<file path="config.mk">
export PLATFORM = sky130hd
export DESIGN_NAME = button_mode_controller_flat
export DESIGN_NICKNAME = d
export VERILOG_FILES = /design/src/rtl/core/bmc_pkg.sv /design/src/rtl/core/bmc_if.sv /design/src/rtl/core/bmc_press.sv /design/src/rtl/core/button_mode_controller.sv /design/src/flat_wrapper.sv
export SDC_FILE = /design/constraint.sdc
export NUM_CORES = 1
export LEC_CHECK = 0
export BUFFER_PORTS_ARGS = -buffer_cell sky130_fd_sc_hd__buf_2
export CORE_MARGIN = 4
export CORE_UTILIZATION = 56
export DETAILED_ROUTE_END_ITERATION = 6
export GPL_ROUTABILITY_DRIVEN = 0
export HOLD_SLACK_MARGIN = 0.05
export PLACE_DENSITY_LB_ADDON = 0.25
export SYNTH_ARGS = -nofsm -noshare
export SYNTH_HDL_FRONTEND = slang
export SYNTH_HIERARCHICAL = 1
export SYNTH_SLANG_ARGS = --single-unit
</file>
<file path="constraint.sdc">
create_clock -name clk_i -period 6.04 [get_ports clk_i]
set_clock_uncertainty 0.05 [all_clocks]
set_input_delay 0.906 -clock clk_i [delete_from_list [all_inputs] [get_ports clk_i]]
set_output_delay 0.906 -clock clk_i [all_outputs]
set_load 0.01 [all_outputs]
</file>
<file path="src/rtl/core/bmc_pkg.sv">
// Shared types and constants for the button mode controller.
// No dependencies; compile first.
package bmc_pkg;

  typedef enum logic [1:0] {
    CMD_NONE     = 2'd0,
    CMD_HOME     = 2'd1,
    CMD_SCENARIO = 2'd2,
    CMD_DISABLE  = 2'd3
  } cmd_e;

  typedef enum logic [1:0] {
    MODE_HOMING   = 2'd0,
    MODE_READY    = 2'd1,
    MODE_SCENARIO = 2'd2,
    MODE_SERIAL   = 2'd3
  } mode_e;

  typedef enum logic [1:0] {
    CFG_SCENARIO_COUNT = 2'd0,
    CFG_DEBOUNCE       = 2'd1,
    CFG_LONG_PRESS     = 2'd2,
    CFG_TIMEOUT        = 2'd3
  } cfg_idx_e;

  localparam int unsigned CfgDataW = 16;
  localparam int unsigned TickW    = 16;
  localparam int unsigned ScenW    = 8;

  localparam logic [ScenW-1:0] ScenCountRst = 8'd3;
  localparam logic [7:0]       DebounceRst  = 8'd5;
  localparam logic [TickW-1:0] LongPressRst = 16'd300;
  localparam logic [TickW-1:0] TimeoutRst   = 16'd30000;
  localparam logic [TickW-1:0] TickMax      = 16'hFFFF;

  // Press events for one tick, from the press classifier to the mode logic.
  typedef struct packed {
    logic short_press;
    logic long_press;
  } bmc_press_t;

endpackage

</file>
<file path="src/rtl/core/bmc_if.sv">
// Valid/ready channel interfaces: poll tick input, result output, config writes.
// Depends on bmc_pkg.
interface bmc_in_if;
  logic valid;
  logic ready;
  logic button_pressed;
  logic homing_busy;

  modport source (output valid, output button_pressed, output homing_busy, input ready);
  modport sink   (input valid, input button_pressed, input homing_busy, output ready);
endinterface

interface bmc_out_if;
  logic                   valid;
  logic                   ready;
  bmc_pkg::cmd_e          command;
  logic [bmc_pkg::ScenW-1:0] scenario_id;
  bmc_pkg::mode_e         mode;

  modport source (output valid, output command, output scenario_id, output mode, input ready);
  modport sink   (input valid, input command, input scenario_id, input mode, output ready);
endinterface

interface bmc_cfg_if;
  logic                         valid;
  logic                         ready;
  bmc_pkg::cfg_idx_e            index;
  logic [bmc_pkg::CfgDataW-1:0] data;

  modport source (output valid, output index, output data, input ready);
  modport sink   (input valid, input index, input data, output ready);
endinterface

</file>
<file path="src/rtl/core/bmc_press.sv">
// Press classifier: times button presses and flags short and long presses.
// Depends on bmc_pkg.
module bmc_press (
  input  logic                      clk_i,
  input  logic                      rst_ni,
  input  logic                      en_i,
  input  logic                      pressed_i,
  input  logic [7:0]                debounce_i,
  input  logic [bmc_pkg::TickW-1:0] long_press_i,
  output bmc_pkg::bmc_press_t       event_o
);
  import bmc_pkg::*;

  logic             was_pressed_q, was_pressed_d;
  logic             long_fired_q, long_fired_d;
  logic [TickW-1:0] press_ticks_q, press_ticks_d;
  logic [TickW-1:0] ticks_adv;

  always_comb begin
    ticks_adv = press_ticks_q;
    if (was_pressed_q && press_ticks_q != TickMax) begin
      ticks_adv = press_ticks_q + 1'b1;
    end
    was_pressed_d        = was_pressed_q;
    long_fired_d         = long_fired_q;
    press_ticks_d        = ticks_adv;
    event_o.short_press  = 1'b0;
    event_o.long_press   = 1'b0;
    if (pressed_i && !was_pressed_q) begin
      // restart the timer on the press edge
      press_ticks_d = '0;
      was_pressed_d = 1'b1;
      long_fired_d  = 1'b0;
    end else if (pressed_i) begin
      if (!long_fired_q && ticks_adv >= long_press_i) begin
        long_fired_d       = 1'b1;
        event_o.long_press = 1'b1;
      end
    end else if (was_pressed_q) begin
      was_pressed_d = 1'b0;
      if (!long_fired_q && ticks_adv >= {8'd0, debounce_i}) begin
        event_o.short_press = 1'b1;
      end
    end
  end

  always_ff @(posedge clk_i or negedge rst_ni) begin
    if (!rst_ni) begin
      was_pressed_q <= 1'b0;
      long_fired_q  <= 1'b0;
      press_ticks_q <= '0;
    end else if (en_i) begin
      was_pressed_q <= was_pressed_d;
      long_fired_q  <= long_fired_d;
      press_ticks_q <= press_ticks_d;
    end
  end

endmodule

</file>
<file path="src/rtl/core/button_mode_controller.sv">
// Button mode controller top level: input register, mode logic, result register.
// Depends on bmc_pkg, bmc_if.sv and bmc_press.
//
// Usage
//   in_i  : one item per poll tick, carrying button_pressed (1 = held) and
//           homing_busy. Items are accepted when valid and ready are high.
//   out_o : one result item per input item: command (none, start homing,
//           start scenario, disable motor), scenario_id and mode after the tick.
//   cfg_i : register writes (scenario count, debounce ticks, long press ticks,
//           timeout ticks); always ready, to be used only while the block is idle.
// Path: an accepted item is held in the input register, and its result is
//   loaded from there into the output register once that register is free
//   or being drained; the result item is then offered on out_o.
// Throughput: one item per cycle unless out_o stalls; the input and result
//   registers form a two-stage pipeline; a new item is taken as a result waits.
// Stall: when out_o.ready is low the result holds, the input register fills
//   and then in_i.ready drops until the result is taken.
// Reset: mode homing, scenario 0, press and scenario timers cleared, config
//   registers at 3, 5, 300 and 30000. No clearing pass; ready after reset.
module button_mode_controller (
  input  logic       clk_i,
  input  logic       rst_ni,
  bmc_in_if.sink     in_i,
  bmc_out_if.source  out_o,
  bmc_cfg_if.sink    cfg_i
);
  import bmc_pkg::*;

  // Configuration registers
  logic [ScenW-1:0] scen_count_q;
  logic [7:0]       debounce_q;
  logic [TickW-1:0] long_press_q;
  logic [TickW-1:0] timeout_q;

  // Input register
  logic in_vld_q;
  logic pressed_q;
  logic busy_q;

  // Mode state
  mode_e            mode_q, mode_d;
  logic [ScenW-1:0] scen_q, scen_d;
  logic             basal_q, basal_d;
  logic [TickW-1:0] scen_ticks_q, scen_ticks_d;
  cmd_e             cmd_d;

  // Result register
  logic             out_vld_q;
  cmd_e             out_cmd_q;
  logic [ScenW-1:0] out_scen_q;
  mode_e            out_mode_q;

  logic       adv;
  logic       work;
  logic       in_rdy;
  bmc_press_t press;
  logic [ScenW-1:0] scen_next;

  // Advance the pipeline when the result register is free or being drained.
  assign adv    = !out_vld_q || out_o.ready;
  assign work   = in_vld_q && adv;
  assign in_rdy = !in_vld_q || adv;
  assign in_i.ready  = in_rdy;
  assign cfg_i.ready = 1'b1;

  always_ff @(posedge clk_i or negedge rst_ni) begin
    if (!rst_ni) begin
      scen_count_q <= ScenCountRst;
      debounce_q   <= DebounceRst;
      long_press_q <= LongPressRst;
      timeout_q    <= TimeoutRst;
    end else if (cfg_i.valid) begin
      case (cfg_i.index)
        CFG_SCENARIO_COUNT: scen_count_q <= cfg_i.data[ScenW-1:0];
        CFG_DEBOUNCE:       debounce_q   <= cfg_i.data[7:0];
        CFG_LONG_PRESS:     long_press_q <= cfg_i.data;
        CFG_TIMEOUT:        timeout_q    <= cfg_i.data;
        default:            ;
      endcase
    end
  end

  // Capture the tick; drop the valid once it moves on.
  always_ff @(posedge clk_i or negedge rst_ni) begin
    if (!rst_ni) begin
      in_vld_q <= 1'b0;
    end else if (in_rdy) begin
      in_vld_q <= in_i.valid;
    end
  end

  always_ff @(posedge clk_i) begin
    if (in_rdy && in_i.valid) begin
      pressed_q <= in_i.button_pressed;
      busy_q    <= in_i.homing_busy;
    end
  end

  bmc_press u_press (
    .clk_i        (clk_i),
    .rst_ni       (rst_ni),
    .en_i         (work),
    .pressed_i    (pressed_q),
    .debounce_i   (debounce_q),
    .long_press_i (long_press_q),
    .event_o      (press)
  );

  // Next scenario, wrapping to one past the count or past 255.
  always_comb begin
    scen_next = scen_q + 1'b1;
    if (scen_next == '0 || scen_next > scen_count_q) begin
      scen_next = ScenW'(1);
    end
  end

  always_comb begin
    mode_d       = mode_q;
    scen_d       = scen_q;
    basal_d      = basal_q;
    cmd_d        = CMD_NONE;
    scen_ticks_d = scen_ticks_q;
    if (mode_q == MODE_SCENARIO && scen_ticks_q != TickMax) begin
      scen_ticks_d = scen_ticks_q + 1'b1;
    end

    // Button events act on the mode held before this tick.
    if (press.short_press) begin
      case (mode_q)
        MODE_READY: begin
          basal_d = 1'b1;
          scen_d  = '0;
          mode_d  = MODE_HOMING;
          cmd_d   = CMD_HOME;
        end
        MODE_SCENARIO: begin
          scen_d       = scen_next;
          scen_ticks_d = '0;
          cmd_d        = CMD_SCENARIO;
        end
        default: ;
      endcase
    end else if (press.long_press) begin
      case (mode_q)
        MODE_READY: mode_d = MODE_SERIAL;
        MODE_SCENARIO, MODE_SERIAL: begin
          basal_d = 1'b0;
          scen_d  = '0;
          mode_d  = MODE_HOMING;
          cmd_d   = CMD_HOME;
        end
        default: ;
      endcase
    end

    // Homing finished: skip in a tick that has just commanded homing.
    if (mode_d == MODE_HOMING && cmd_d != CMD_HOME && !busy_q) begin
      if (basal_q) begin
        basal_d      = 1'b0;
        scen_d       = ScenW'(1);
        mode_d       = MODE_SCENARIO;
        scen_ticks_d = '0;
        cmd_d        = CMD_SCENARIO;
      end else begin
        scen_d = '0;
        mode_d = MODE_READY;
        cmd_d  = CMD_DISABLE;
      end
    end

    // Fall back to scenario one once a demanding scenario times out.
    if (mode_d == MODE_SCENARIO && scen_d > ScenW'(1) && scen_ticks_d >= timeout_q) begin
      scen_d       = ScenW'(1);
      scen_ticks_d = '0;
      cmd_d        = CMD_SCENARIO;
    end
  end

  always_ff @(posedge clk_i or negedge rst_ni) begin
    if (!rst_ni) begin
      mode_q       <= MODE_HOMING;
      scen_q       <= '0;
      basal_q      <= 1'b0;
      scen_ticks_q <= '0;
    end else if (work) begin
      mode_q       <= mode_d;
      scen_q       <= scen_d;
      basal_q      <= basal_d;
      scen_ticks_q <= scen_ticks_d;
    end
  end

  // Result register: hold while the receiver stalls.
  always_ff @(posedge clk_i or negedge rst_ni) begin
    if (!rst_ni) begin
      out_vld_q <= 1'b0;
    end else if (adv) begin
      out_vld_q <= in_vld_q;
    end
  end

  always_ff @(posedge clk_i) begin
    if (work) begin
      out_cmd_q  <= cmd_d;
      out_scen_q <= scen_d;
      out_mode_q <= mode_d;
    end
  end

  assign out_o.valid       = out_vld_q;
  assign out_o.command     = out_cmd_q;
  assign out_o.scenario_id = out_scen_q;
  assign out_o.mode        = out_mode_q;

`ifndef SYNTHESIS
  a_scen_cmd: assert property (@(posedge clk_i) disable iff (!rst_ni)
    out_vld_q && out_cmd_q == CMD_SCENARIO |-> out_mode_q == MODE_SCENARIO && out_scen_q != '0)
    else $error("scenario start without scenario mode");

  a_idle_scen: assert property (@(posedge clk_i) disable iff (!rst_ni)
    out_vld_q && out_mode_q != MODE_SCENARIO |-> out_scen_q == '0)
    else $error("nonzero scenario outside scenario mode");

  a_home_cmd: assert property (@(posedge clk_i) disable iff (!rst_ni)
    out_vld_q && out_cmd_q == CMD_HOME |-> out_mode_q == MODE_HOMING)
    else $error("homing command without homing mode");

  a_drain: assert property (@(posedge clk_i) disable iff (!rst_ni)
    !out_vld_q |-> in_i.ready)
    else $error("input stalled with empty result register");
`endif

endmodule
</file>
<file path="src/flat_wrapper.sv">
// flat-port wrapper written by rule: the top's interface ports become plain ports
module button_mode_controller_flat import bmc_pkg::*;
  (clk_i, rst_ni, in_i_valid, in_i_button_pressed, in_i_homing_busy, in_i_ready, out_o_valid, out_o_command, out_o_scenario_id, out_o_mode, out_o_ready, cfg_i_valid, cfg_i_index, cfg_i_data, cfg_i_ready);
  bmc_in_if in_i_i ();
  bmc_out_if out_o_i ();
  bmc_cfg_if cfg_i_i ();
  input  logic clk_i;
  input  logic rst_ni;
  input wire logic [$bits(in_i_i.valid)-1:0] in_i_valid;
  input wire logic [$bits(in_i_i.button_pressed)-1:0] in_i_button_pressed;
  input wire logic [$bits(in_i_i.homing_busy)-1:0] in_i_homing_busy;
  output wire logic [$bits(in_i_i.ready)-1:0] in_i_ready;
  output wire logic [$bits(out_o_i.valid)-1:0] out_o_valid;
  output wire logic [$bits(out_o_i.command)-1:0] out_o_command;
  output wire logic [$bits(out_o_i.scenario_id)-1:0] out_o_scenario_id;
  output wire logic [$bits(out_o_i.mode)-1:0] out_o_mode;
  input wire logic [$bits(out_o_i.ready)-1:0] out_o_ready;
  input wire logic [$bits(cfg_i_i.valid)-1:0] cfg_i_valid;
  input wire logic [$bits(cfg_i_i.index)-1:0] cfg_i_index;
  input wire logic [$bits(cfg_i_i.data)-1:0] cfg_i_data;
  output wire logic [$bits(cfg_i_i.ready)-1:0] cfg_i_ready;
  assign in_i_i.valid = in_i_valid;
  assign in_i_i.button_pressed = in_i_button_pressed;
  assign in_i_i.homing_busy = in_i_homing_busy;
  assign in_i_ready = in_i_i.ready;
  assign out_o_valid = out_o_i.valid;
  assign out_o_command = out_o_i.command;
  assign out_o_scenario_id = out_o_i.scenario_id;
  assign out_o_mode = out_o_i.mode;
  assign out_o_i.ready = out_o_ready;
  assign cfg_i_i.valid = cfg_i_valid;
  assign cfg_i_i.index = cfg_i_index;
  assign cfg_i_i.data = cfg_i_data;
  assign cfg_i_ready = cfg_i_i.ready;
  button_mode_controller u_core (.clk_i(clk_i), .rst_ni(rst_ni), .in_i(in_i_i), .out_o(out_o_i), .cfg_i(cfg_i_i));
endmodule
</file>
==> flow_metrics.env, run 1 <==
export IMPL_multi_input_comb_area_sq_mm=0.00415
export IMPL_gr_total_overflow=0
export IMPL_ys_flop_type="sky130_fd_sc_hd__dfrtp_1"
export IMPL_worstPathMaxFanout=8
export IMPL_synth_cells=744
export IMPL_max_slew_worst_pin_slew_ps=1290
export IMPL_synthArstFlopShare=0.872
export IMPL_synthDominantCellAreaShare=0.284
export IMPL_netlist_top_cells_count="sky130_fd_sc_hd__dfrtp_1, sky130_fd_sc_hd__nand2_1, sky130_fd_sc_hd__inv_1, sky130_fd_sc_hd__ha_1, sky130_fd_sc_hd__mux2_2"
export IMPL_remaining_drc_errors=0
export IMPL_ys_warns=6
export IMPL_vdd_ir_drop_worst_mv=0.207
export IMPL_synth_area_leaders="sky130_fd_sc_hd__dfrtp_1, sky130_fd_sc_hd__ha_1, sky130_fd_sc_hd__mux2_2, sky130_fd_sc_hd__edfxtp_1, sky130_fd_sc_hd__dfstp_2"
export IMPL_std_cell_rows=40
export IMPL_synth_largest_area_cell="sky130_fd_sc_hd__dfrtp_1"
export IMPL_grt_first_pass_wirelength_mm=28.2
export IMPL_final_layout_size_suffix_gt1_frac=0.278
export IMPL_cts_reportedPaths_clkPinSlew_ps=80
export IMPL_design_area_sq_mm=0.00831
export IMPL_cts_hold_buffers_added=0
export IMPL_initial_antenna_violation_count=0
export IMPL_vias_per_cell=6.15
export IMPL_htree_num_levels=3
export IMPL_min_period_over_period=0.995
export IMPL_maxClockFrequency_mhz=166
export IMPL_synth_cell_type_count=70
export IMPL_synth_seq_area_share=0.400
export IMPL_final_setup_viol_count=0
export IMPL_worst_setup_path_end_kind="flip-flop"
export IMPL_worst_skew_pair_late_latency_ps=360
export IMPL_detail_route_antenna_nets=0
export IMPL_post_layout_nonfiller_instances=978
export IMPL_cellLeakagePower_nw=3.83
export IMPL_detail_route_first_pass_iterations=5
export IMPL_area_of_the_die_sq_mm=0.0144
export IMPL_die_h_microns=120
export IMPL_ctsRootBufferMaster="sky130_fd_sc_hd__clkbuf_16"
export IMPL_startpoint_type="flip-flop"
export IMPL_fin_util=0.683
export IMPL_setup_repair_after_global_routing_missed_its_margin="yes"
export IMPL_post_dp_cell_area_sq_mm=0.00763
export IMPL_p_per_area_mw_per_mm2=270
export IMPL_synth_edf_count=14
export IMPL_regArea_sq_mm=0.00282
export IMPL_placedCellCount=951
export IMPL_synth_area_sq_mm=0.00704
export IMPL_outcome="finished, final reports clean"
export IMPL_grt_max_degree=55
export IMPL_post_synth_top_count_cell="sky130_fd_sc_hd__dfrtp_1"
export IMPL_io_pins=40
export IMPL_cts_tree="built"
export IMPL_drv_slew=0
export IMPL_clock_tree_buffer_depth=2
export IMPL_num_vias=6014
export IMPL_layout_setup_ws_ps=28.2
export IMPL_avg_cell_area_syn_sq_um=9.46
export IMPL_mapped_nets=824
export IMPL_clock_sinks=109
export IMPL_slew_headroom=0.141
export IMPL_start_util=0.579
export IMPL_globalRouteTotalUtil=0.243
export IMPL_wl_mm=17.5
export IMPL_final_period_minus_worst_setup_slack_ps=6010
export IMPL_place_ws_ps=-211
export IMPL_final_net_count=885
export IMPL_finalHoldViolations=0
export IMPL_die_w_microns=120
export IMPL_cap_violations=0
export IMPL_placeableCoreArea_sq_mm=0.0122
export IMPL_ys_seq_elements=109
export IMPL_critPathRequiredTime_ps=6220
export IMPL_number_of_global_route_vias_before_repair=5741
export IMPL_dpl_hpwl_mm=12.4
export IMPL_cts_made_buffers=9
export IMPL_worstPathArrival_ps=6190
export IMPL_drt_wirelength_per_cell_microns=17.9
export IMPL_worst_setup_path_type="flip-flop to flip-flop"
export IMPL_synthToLayoutAreaGrowth_pct=18.0
export IMPL_hold_path_class="flip-flop to flip-flop"
export IMPL_detailedRoute_firstIterationViolations=549
export IMPL_antenna_cells_inserted=0
export IMPL_fill_cells=943
export IMPL_io_buffer_count=38
## worst max-delay path, cell delays in order, from the launching register on
cell and delay [ps]:
sky130_fd_sc_hd__dfrtp_2 390, sky130_fd_sc_hd__nand4_4 110, sky130_fd_sc_hd__or4_4 530, sky130_fd_sc_hd__o21a_4 290, sky130_fd_sc_hd__nand3_4 90, sky130_fd_sc_hd__xnor2_2 130, sky130_fd_sc_hd__ha_1 270, sky130_fd_sc_hd__a21o_1 190
sky130_fd_sc_hd__a21oi_2 160, sky130_fd_sc_hd__o21ai_2 80, sky130_fd_sc_hd__a21oi_2 180, sky130_fd_sc_hd__a2bb2oi_2 200, sky130_fd_sc_hd__a31oi_4 180, sky130_fd_sc_hd__or3_4 430, sky130_fd_sc_hd__or2_4 290, sky130_fd_sc_hd__o211a_1 210
sky130_fd_sc_hd__o21a_1 220, sky130_fd_sc_hd__ha_4 280, sky130_fd_sc_hd__nand4_1 120, sky130_fd_sc_hd__nor2_2 160, sky130_fd_sc_hd__o2111a_1 210, sky130_fd_sc_hd__a21oi_2 80, sky130_fd_sc_hd__or3_4 350, sky130_fd_sc_hd__a41oi_4 260
sky130_fd_sc_hd__buf_12 160, sky130_fd_sc_hd__clkbuf_16 140, sky130_fd_sc_hd__a211o_1 110
## power by group
part           internal [mW]  switching [mW]
Sequential             0.868          0.0874
Clock                  0.314           0.287
Combinational          0.293           0.398
Total                   1.47           0.773
## layout by cell type, fill, tap and decap left out, types with 7 or more instances in the layout
cell                        count
sky130_fd_sc_hd__buf_2         38
sky130_fd_sc_hd__buf_4         40
sky130_fd_sc_hd__o21a_1         9
sky130_fd_sc_hd__nand4_1       18
sky130_fd_sc_hd__xnor2_1        9
sky130_fd_sc_hd__ha_1          53
sky130_fd_sc_hd__nand3_1       28
sky130_fd_sc_hd__o21ai_0       26
sky130_fd_sc_hd__a21oi_1       36
sky130_fd_sc_hd__inv_1         58
sky130_fd_sc_hd__nor3_1        14
sky130_fd_sc_hd__clkbuf_16     12
sky130_fd_sc_hd__o21ai_1        7
sky130_fd_sc_hd__xor2_1         7
sky130_fd_sc_hd__nand2_1       78
sky130_fd_sc_hd__mux2_2        49
sky130_fd_sc_hd__a21o_1        11
sky130_fd_sc_hd__nor2_1        39
sky130_fd_sc_hd__a31oi_1        7
sky130_fd_sc_hd__nand2b_1      11
sky130_fd_sc_hd__edfxtp_1      14
sky130_fd_sc_hd__dfstp_2       15
sky130_fd_sc_hd__dfrtp_1       77
## what timing repair did
action                                  4_1_cts  5_1_grt
resized for setup                             9       44
setup buffers                                 0        7
pin swaps                                     0       26
gates cloned                                  0        4
endpoints found under the setup margin       19       33
## layer usage
layer | vias to the layer above | track usage | part of all wire
met4 | 0 | 0.0702 | 0.022
met5 | - | 0 | 0
li1 | 2822 | - | -
met1 | 2918 | 0.309 | 0.42
met2 | 229 | 0.418 | 0.50
met3 | 45 | 0.0481 | 0.053
## flip-flops by register name, indices dropped and copies added (netlist names)
register and count:
u_core/scen_ticks_q 16, u_core/in_vld_q 1, u_core/long_press_q 16, u_core/pressed_q 1
u_core/out_o.scenario_id 8, u_core/timeout_q 16, u_core/out_o.valid 1, u_core/out_o.mode 2
u_core/out_o.command 2, u_core/busy_q 1, u_core/u_press/was_pressed_q 1, u_core/u_press/press_ticks_q 16
u_core/scen_q 8, u_core/debounce_q 8, u_core/basal_q 1, u_core/u_press/long_fired_q 1
u_core/mode_q 2, u_core/scen_count_q 8
## layout make-up
| type | count | area share |
|---|---|---|
| repair buffers | 84 | 0.0726 |
| clock buffers | 11 | 0.0306 |
| multi-input cells | 542 | 0.499 |
| flip-flops and latches | 109 | 0.339 |
| clock inverters | 5 | 0.00632 |
| inverters | 59 | 0.0266 |
| well taps | 168 | 0.0253 |
## logic make-up after synthesis
| family | Yosys count | share of synthesized area |
|---|---|---|
| simple gates | 242 | 0.173 |
| fa+ha+maj | 55 | 0.0977 |
| mux | 56 | 0.0885 |
| compound gates | 170 | 0.165 |
| buf+inv | 93 | 0.0533 |
| flops | 109 | 0.400 |
| xor+xnor | 18 | 0.0224 |
| other cells | 1 | 0.000533 |
## worst paths after layout
path / start / end / depth (start not counted) / slack, ps
min in group asynchronous: rst_ni / u_core/scen_q[3] / 1 / 480
worst min-delay path: u_core/in_vld_q / u_core/out_o.valid / 1 / 450
worst max-delay path: u_core/u_press/press_ticks_q[5] / u_core/out_o.command[1] / 26 / 30
worst max register to register: u_core/u_press/press_ticks_q[5] / u_core/out_o.command[1] / 26 / 30
max in group asynchronous: rst_ni / u_core/u_press/press_ticks_q[5] / 2 / 4380
worst min register to register: u_core/in_vld_q / u_core/out_o.valid / 1 / 450
## through the flow
step / total power, mW / hold WS, ps / setup TNS, ps
global placement: 1.54 / 419 / -275
detailed placement: 1.58 / 427 / -1910
CTS: 2.19 / 453 / 0
finish: 2.25 / 449 / 0
floorplan: 1.38 / 407 / 0
global route: 2.38 / 470 / -2230
No activity file was read; power rests on OpenSTA's default activity.
==> inputs of run 2 (changes only) <==
Settings changed: CORE_UTILIZATION 56 to 55, SKIP_CTS_REPAIR_TIMING set to 1.
==> run 2 against run 1 <==
Net effect: via count down 2.2%; critical path type unchanged; flip-flop and latch count unchanged; worst hold slack better by 6.4 ps; critical endpoint is now u_core/scen_ticks_q[13]; largest cell class unchanged.
==> flow_metrics.env, run 2 (synthesis results as in run 1) <==
export IMPL_placeableCoreArea_sq_mm=0.0126
export IMPL_final_layout_size_suffix_gt1_frac=0.266
export IMPL_detail_route_antenna_nets=0
export IMPL_io_pins=40
export IMPL_startpoint_type="flip-flop"
export IMPL_power_total_mw=2.24
export IMPL_finalHoldViolations=0
export IMPL_wl_mm=17.0
export IMPL_start_util=0.560
export IMPL_worst_skew_pair_late_latency_ps=360
export IMPL_globalRouteTotalUtil=0.243
export IMPL_most_common_cell_after_layout_fill_and_taps_aside="sky130_fd_sc_hd__nand2_1"
export IMPL_post_layout_nonfiller_instances=978
export IMPL_worst_setup_path_endpoint="u_core/scen_ticks_q[13]"
export IMPL_dpl_hpwl_mm=12.3
export IMPL_final_period_minus_worst_setup_slack_ps=5850
export IMPL_min_period_over_period=0.968
export IMPL_p_per_area_mw_per_mm2=272
export IMPL_path_common_cell="sky130_fd_sc_hd__a21oi_2"
export IMPL_vias_per_cell=6.01
export IMPL_gr_total_overflow=0
export IMPL_grt_max_degree=52
export IMPL_maxClockFrequency_mhz=171
export IMPL_grt_first_pass_wirelength_mm=28.6
export IMPL_timing_rr_start="u_core/u_press/press_ticks_q[5]"
export IMPL_clock_tree_buffer_depth=2
export IMPL_critical_path_max_stage_delay_ps=540
export IMPL_cts_tree="built"
export IMPL_layout_setup_ws_ps=194
export IMPL_drt_wirelength_per_cell_microns=17.3
export IMPL_htree_num_levels=3
export IMPL_placedCellCount=958
export IMPL_critPathRequiredTime_ps=6240
export IMPL_regToRegEndpoint="u_core/scen_ticks_q[13]"
export IMPL_setup_repair_after_global_routing_missed_its_margin="yes"
export IMPL_hold_ws_ps=455
export IMPL_place_ws_ps=-22.2
export IMPL_vdd_ir_drop_worst_mv=0.168
export IMPL_max_slew_worst_pin_slew_ps=1020
export IMPL_crit_buf_inv=1
export IMPL_initial_antenna_violation_count=0
export IMPL_ff2ff_setup_slack_ps=190
export IMPL_detail_route_first_pass_iterations=6
export IMPL_layout_common_cells="sky130_fd_sc_hd__nand2_1, sky130_fd_sc_hd__dfrtp_1, sky130_fd_sc_hd__inv_1"
export IMPL_cap_violations=0
export IMPL_worstPathArrival_ps=6050
export IMPL_std_cell_rows=41
export IMPL_area_of_the_die_sq_mm=0.0147
export IMPL_cts_made_buffers=9
export IMPL_die_w_microns=121
export IMPL_worst_setup_path_type="flip-flop to flip-flop"
export IMPL_ctsRootBufferMaster="sky130_fd_sc_hd__clkbuf_16"
export IMPL_cellLeakagePower_nw=3.79
export IMPL_worst_setup_path_end_kind="flip-flop"
export IMPL_outcome="finished, final reports clean"
export IMPL_fill_cells=988
export IMPL_final_setup_viol_count=0
export IMPL_synthToLayoutAreaGrowth_pct=17.1
export IMPL_beginning_of_the_critical_path="u_core/u_press/press_ticks_q[5]"
export IMPL_remaining_drc_errors=0
export IMPL_antenna_cells_inserted=0
export IMPL_die_h_microns=121
export IMPL_clock_sinks=109
export IMPL_worstRegToRegCells=26
export IMPL_top_family_by_delay_on_critical_path="compound AO/OA/AOI/OAI gates"
export IMPL_num_vias=5880
export IMPL_number_of_global_route_vias_before_repair=5888
export IMPL_cts_reportedPaths_clkPinSlew_ps=80
export IMPL_instance_count_on_the_critical_path=26
export IMPL_detailedRoute_firstIterationViolations=559
export IMPL_hold_path_class="flip-flop to flip-flop"
export IMPL_worstPathMaxFanout=8
export IMPL_slew_headroom=0.317
export IMPL_drv_slew=0
export IMPL_io_buffer_count=38
export IMPL_final_net_count=881
export IMPL_slowest_stage="sky130_fd_sc_hd__or4_4"
[run 2: worst register-to-register path, cell delays in order, from the launching register on]
cell and delay, ps:
sky130_fd_sc_hd__dfrtp_2 390, sky130_fd_sc_hd__nand4_4 120, sky130_fd_sc_hd__or4_4 540, sky130_fd_sc_hd__o21a_4 250, sky130_fd_sc_hd__nand3_4 120, sky130_fd_sc_hd__xnor2_4 150
sky130_fd_sc_hd__ha_4 240, sky130_fd_sc_hd__a21o_1 160, sky130_fd_sc_hd__a21oi_2 130, sky130_fd_sc_hd__o21ai_2 80, sky130_fd_sc_hd__a21oi_2 130, sky130_fd_sc_hd__a2bb2oi_2 190
sky130_fd_sc_hd__a31oi_4 160, sky130_fd_sc_hd__or3_4 410, sky130_fd_sc_hd__or2_4 270, sky130_fd_sc_hd__o211a_1 210, sky130_fd_sc_hd__o21a_1 210, sky130_fd_sc_hd__ha_1 290
sky130_fd_sc_hd__nand4_1 130, sky130_fd_sc_hd__nor2_2 160, sky130_fd_sc_hd__o2111a_1 210, sky130_fd_sc_hd__a21oi_2 80, sky130_fd_sc_hd__or3_4 390, sky130_fd_sc_hd__a41oi_4 290
sky130_fd_sc_hd__buf_12 150, sky130_fd_sc_hd__o21ai_1 60, sky130_fd_sc_hd__a21o_1 180
[run 2: stage by stage]
step / util / area [sq um] / TNS [ps]
after floorplan: - / 7140 / 0
after CTS: 0.634 / 7970 / -854
after detailed placement: 0.609 / 7650 / -61.5
after global routing: 0.656 / 8250 / -369
final: 0.656 / 8250 / 0
after global placement: 0.609 / 7650 / 0
[run 2: power by group]
group	internal [mW]	leakage [nW]	switching, mW
clock network	0.351	0.156	0.277
registers	0.868	1.32	0.0798
logic	0.285	2.31	0.382
[run 2: final cells by class]
class,count,area (sq um),area share
repair buffers,80,542,0.0657
inverters,59,221,0.0269
flip-flops and latches,109,2820,0.342
clock inverters,5,61.3,0.00744
multi-input cells,542,4130,0.501
clock buffers,11,254,0.0308
well taps,172,215,0.0261
[run 2: how the worst min path moves through the flow]
stage | start | to | slack [ps] | depth (start not counted)
floorplan | u_core/in_vld_q | u_core/out_o.valid | 410 | 1
global placement | u_core/in_vld_q | u_core/out_o.valid | 420 | 1
detailed placement | u_core/long_press_q[12] | u_core/long_press_q[12] | 440 | 1
CTS | u_core/long_press_q[12] | u_core/long_press_q[12] | 460 | 1
global route | u_core/timeout_q[1] | u_core/timeout_q[1] | 470 | 1
finish | u_core/long_press_q[10] | u_core/long_press_q[10] | 460 | 1
[run 2: metal layers]
layer | up-vias | track usage | wire length, microns
li1 | 2798 | - | -
met4 | 0 | 0.107 | 481
met3 | 36 | 0.0354 | 799
met1 | 2826 | 0.310 | 7180
met5 | - | 0 | 0
met2 | 220 | 0.412 | 8490
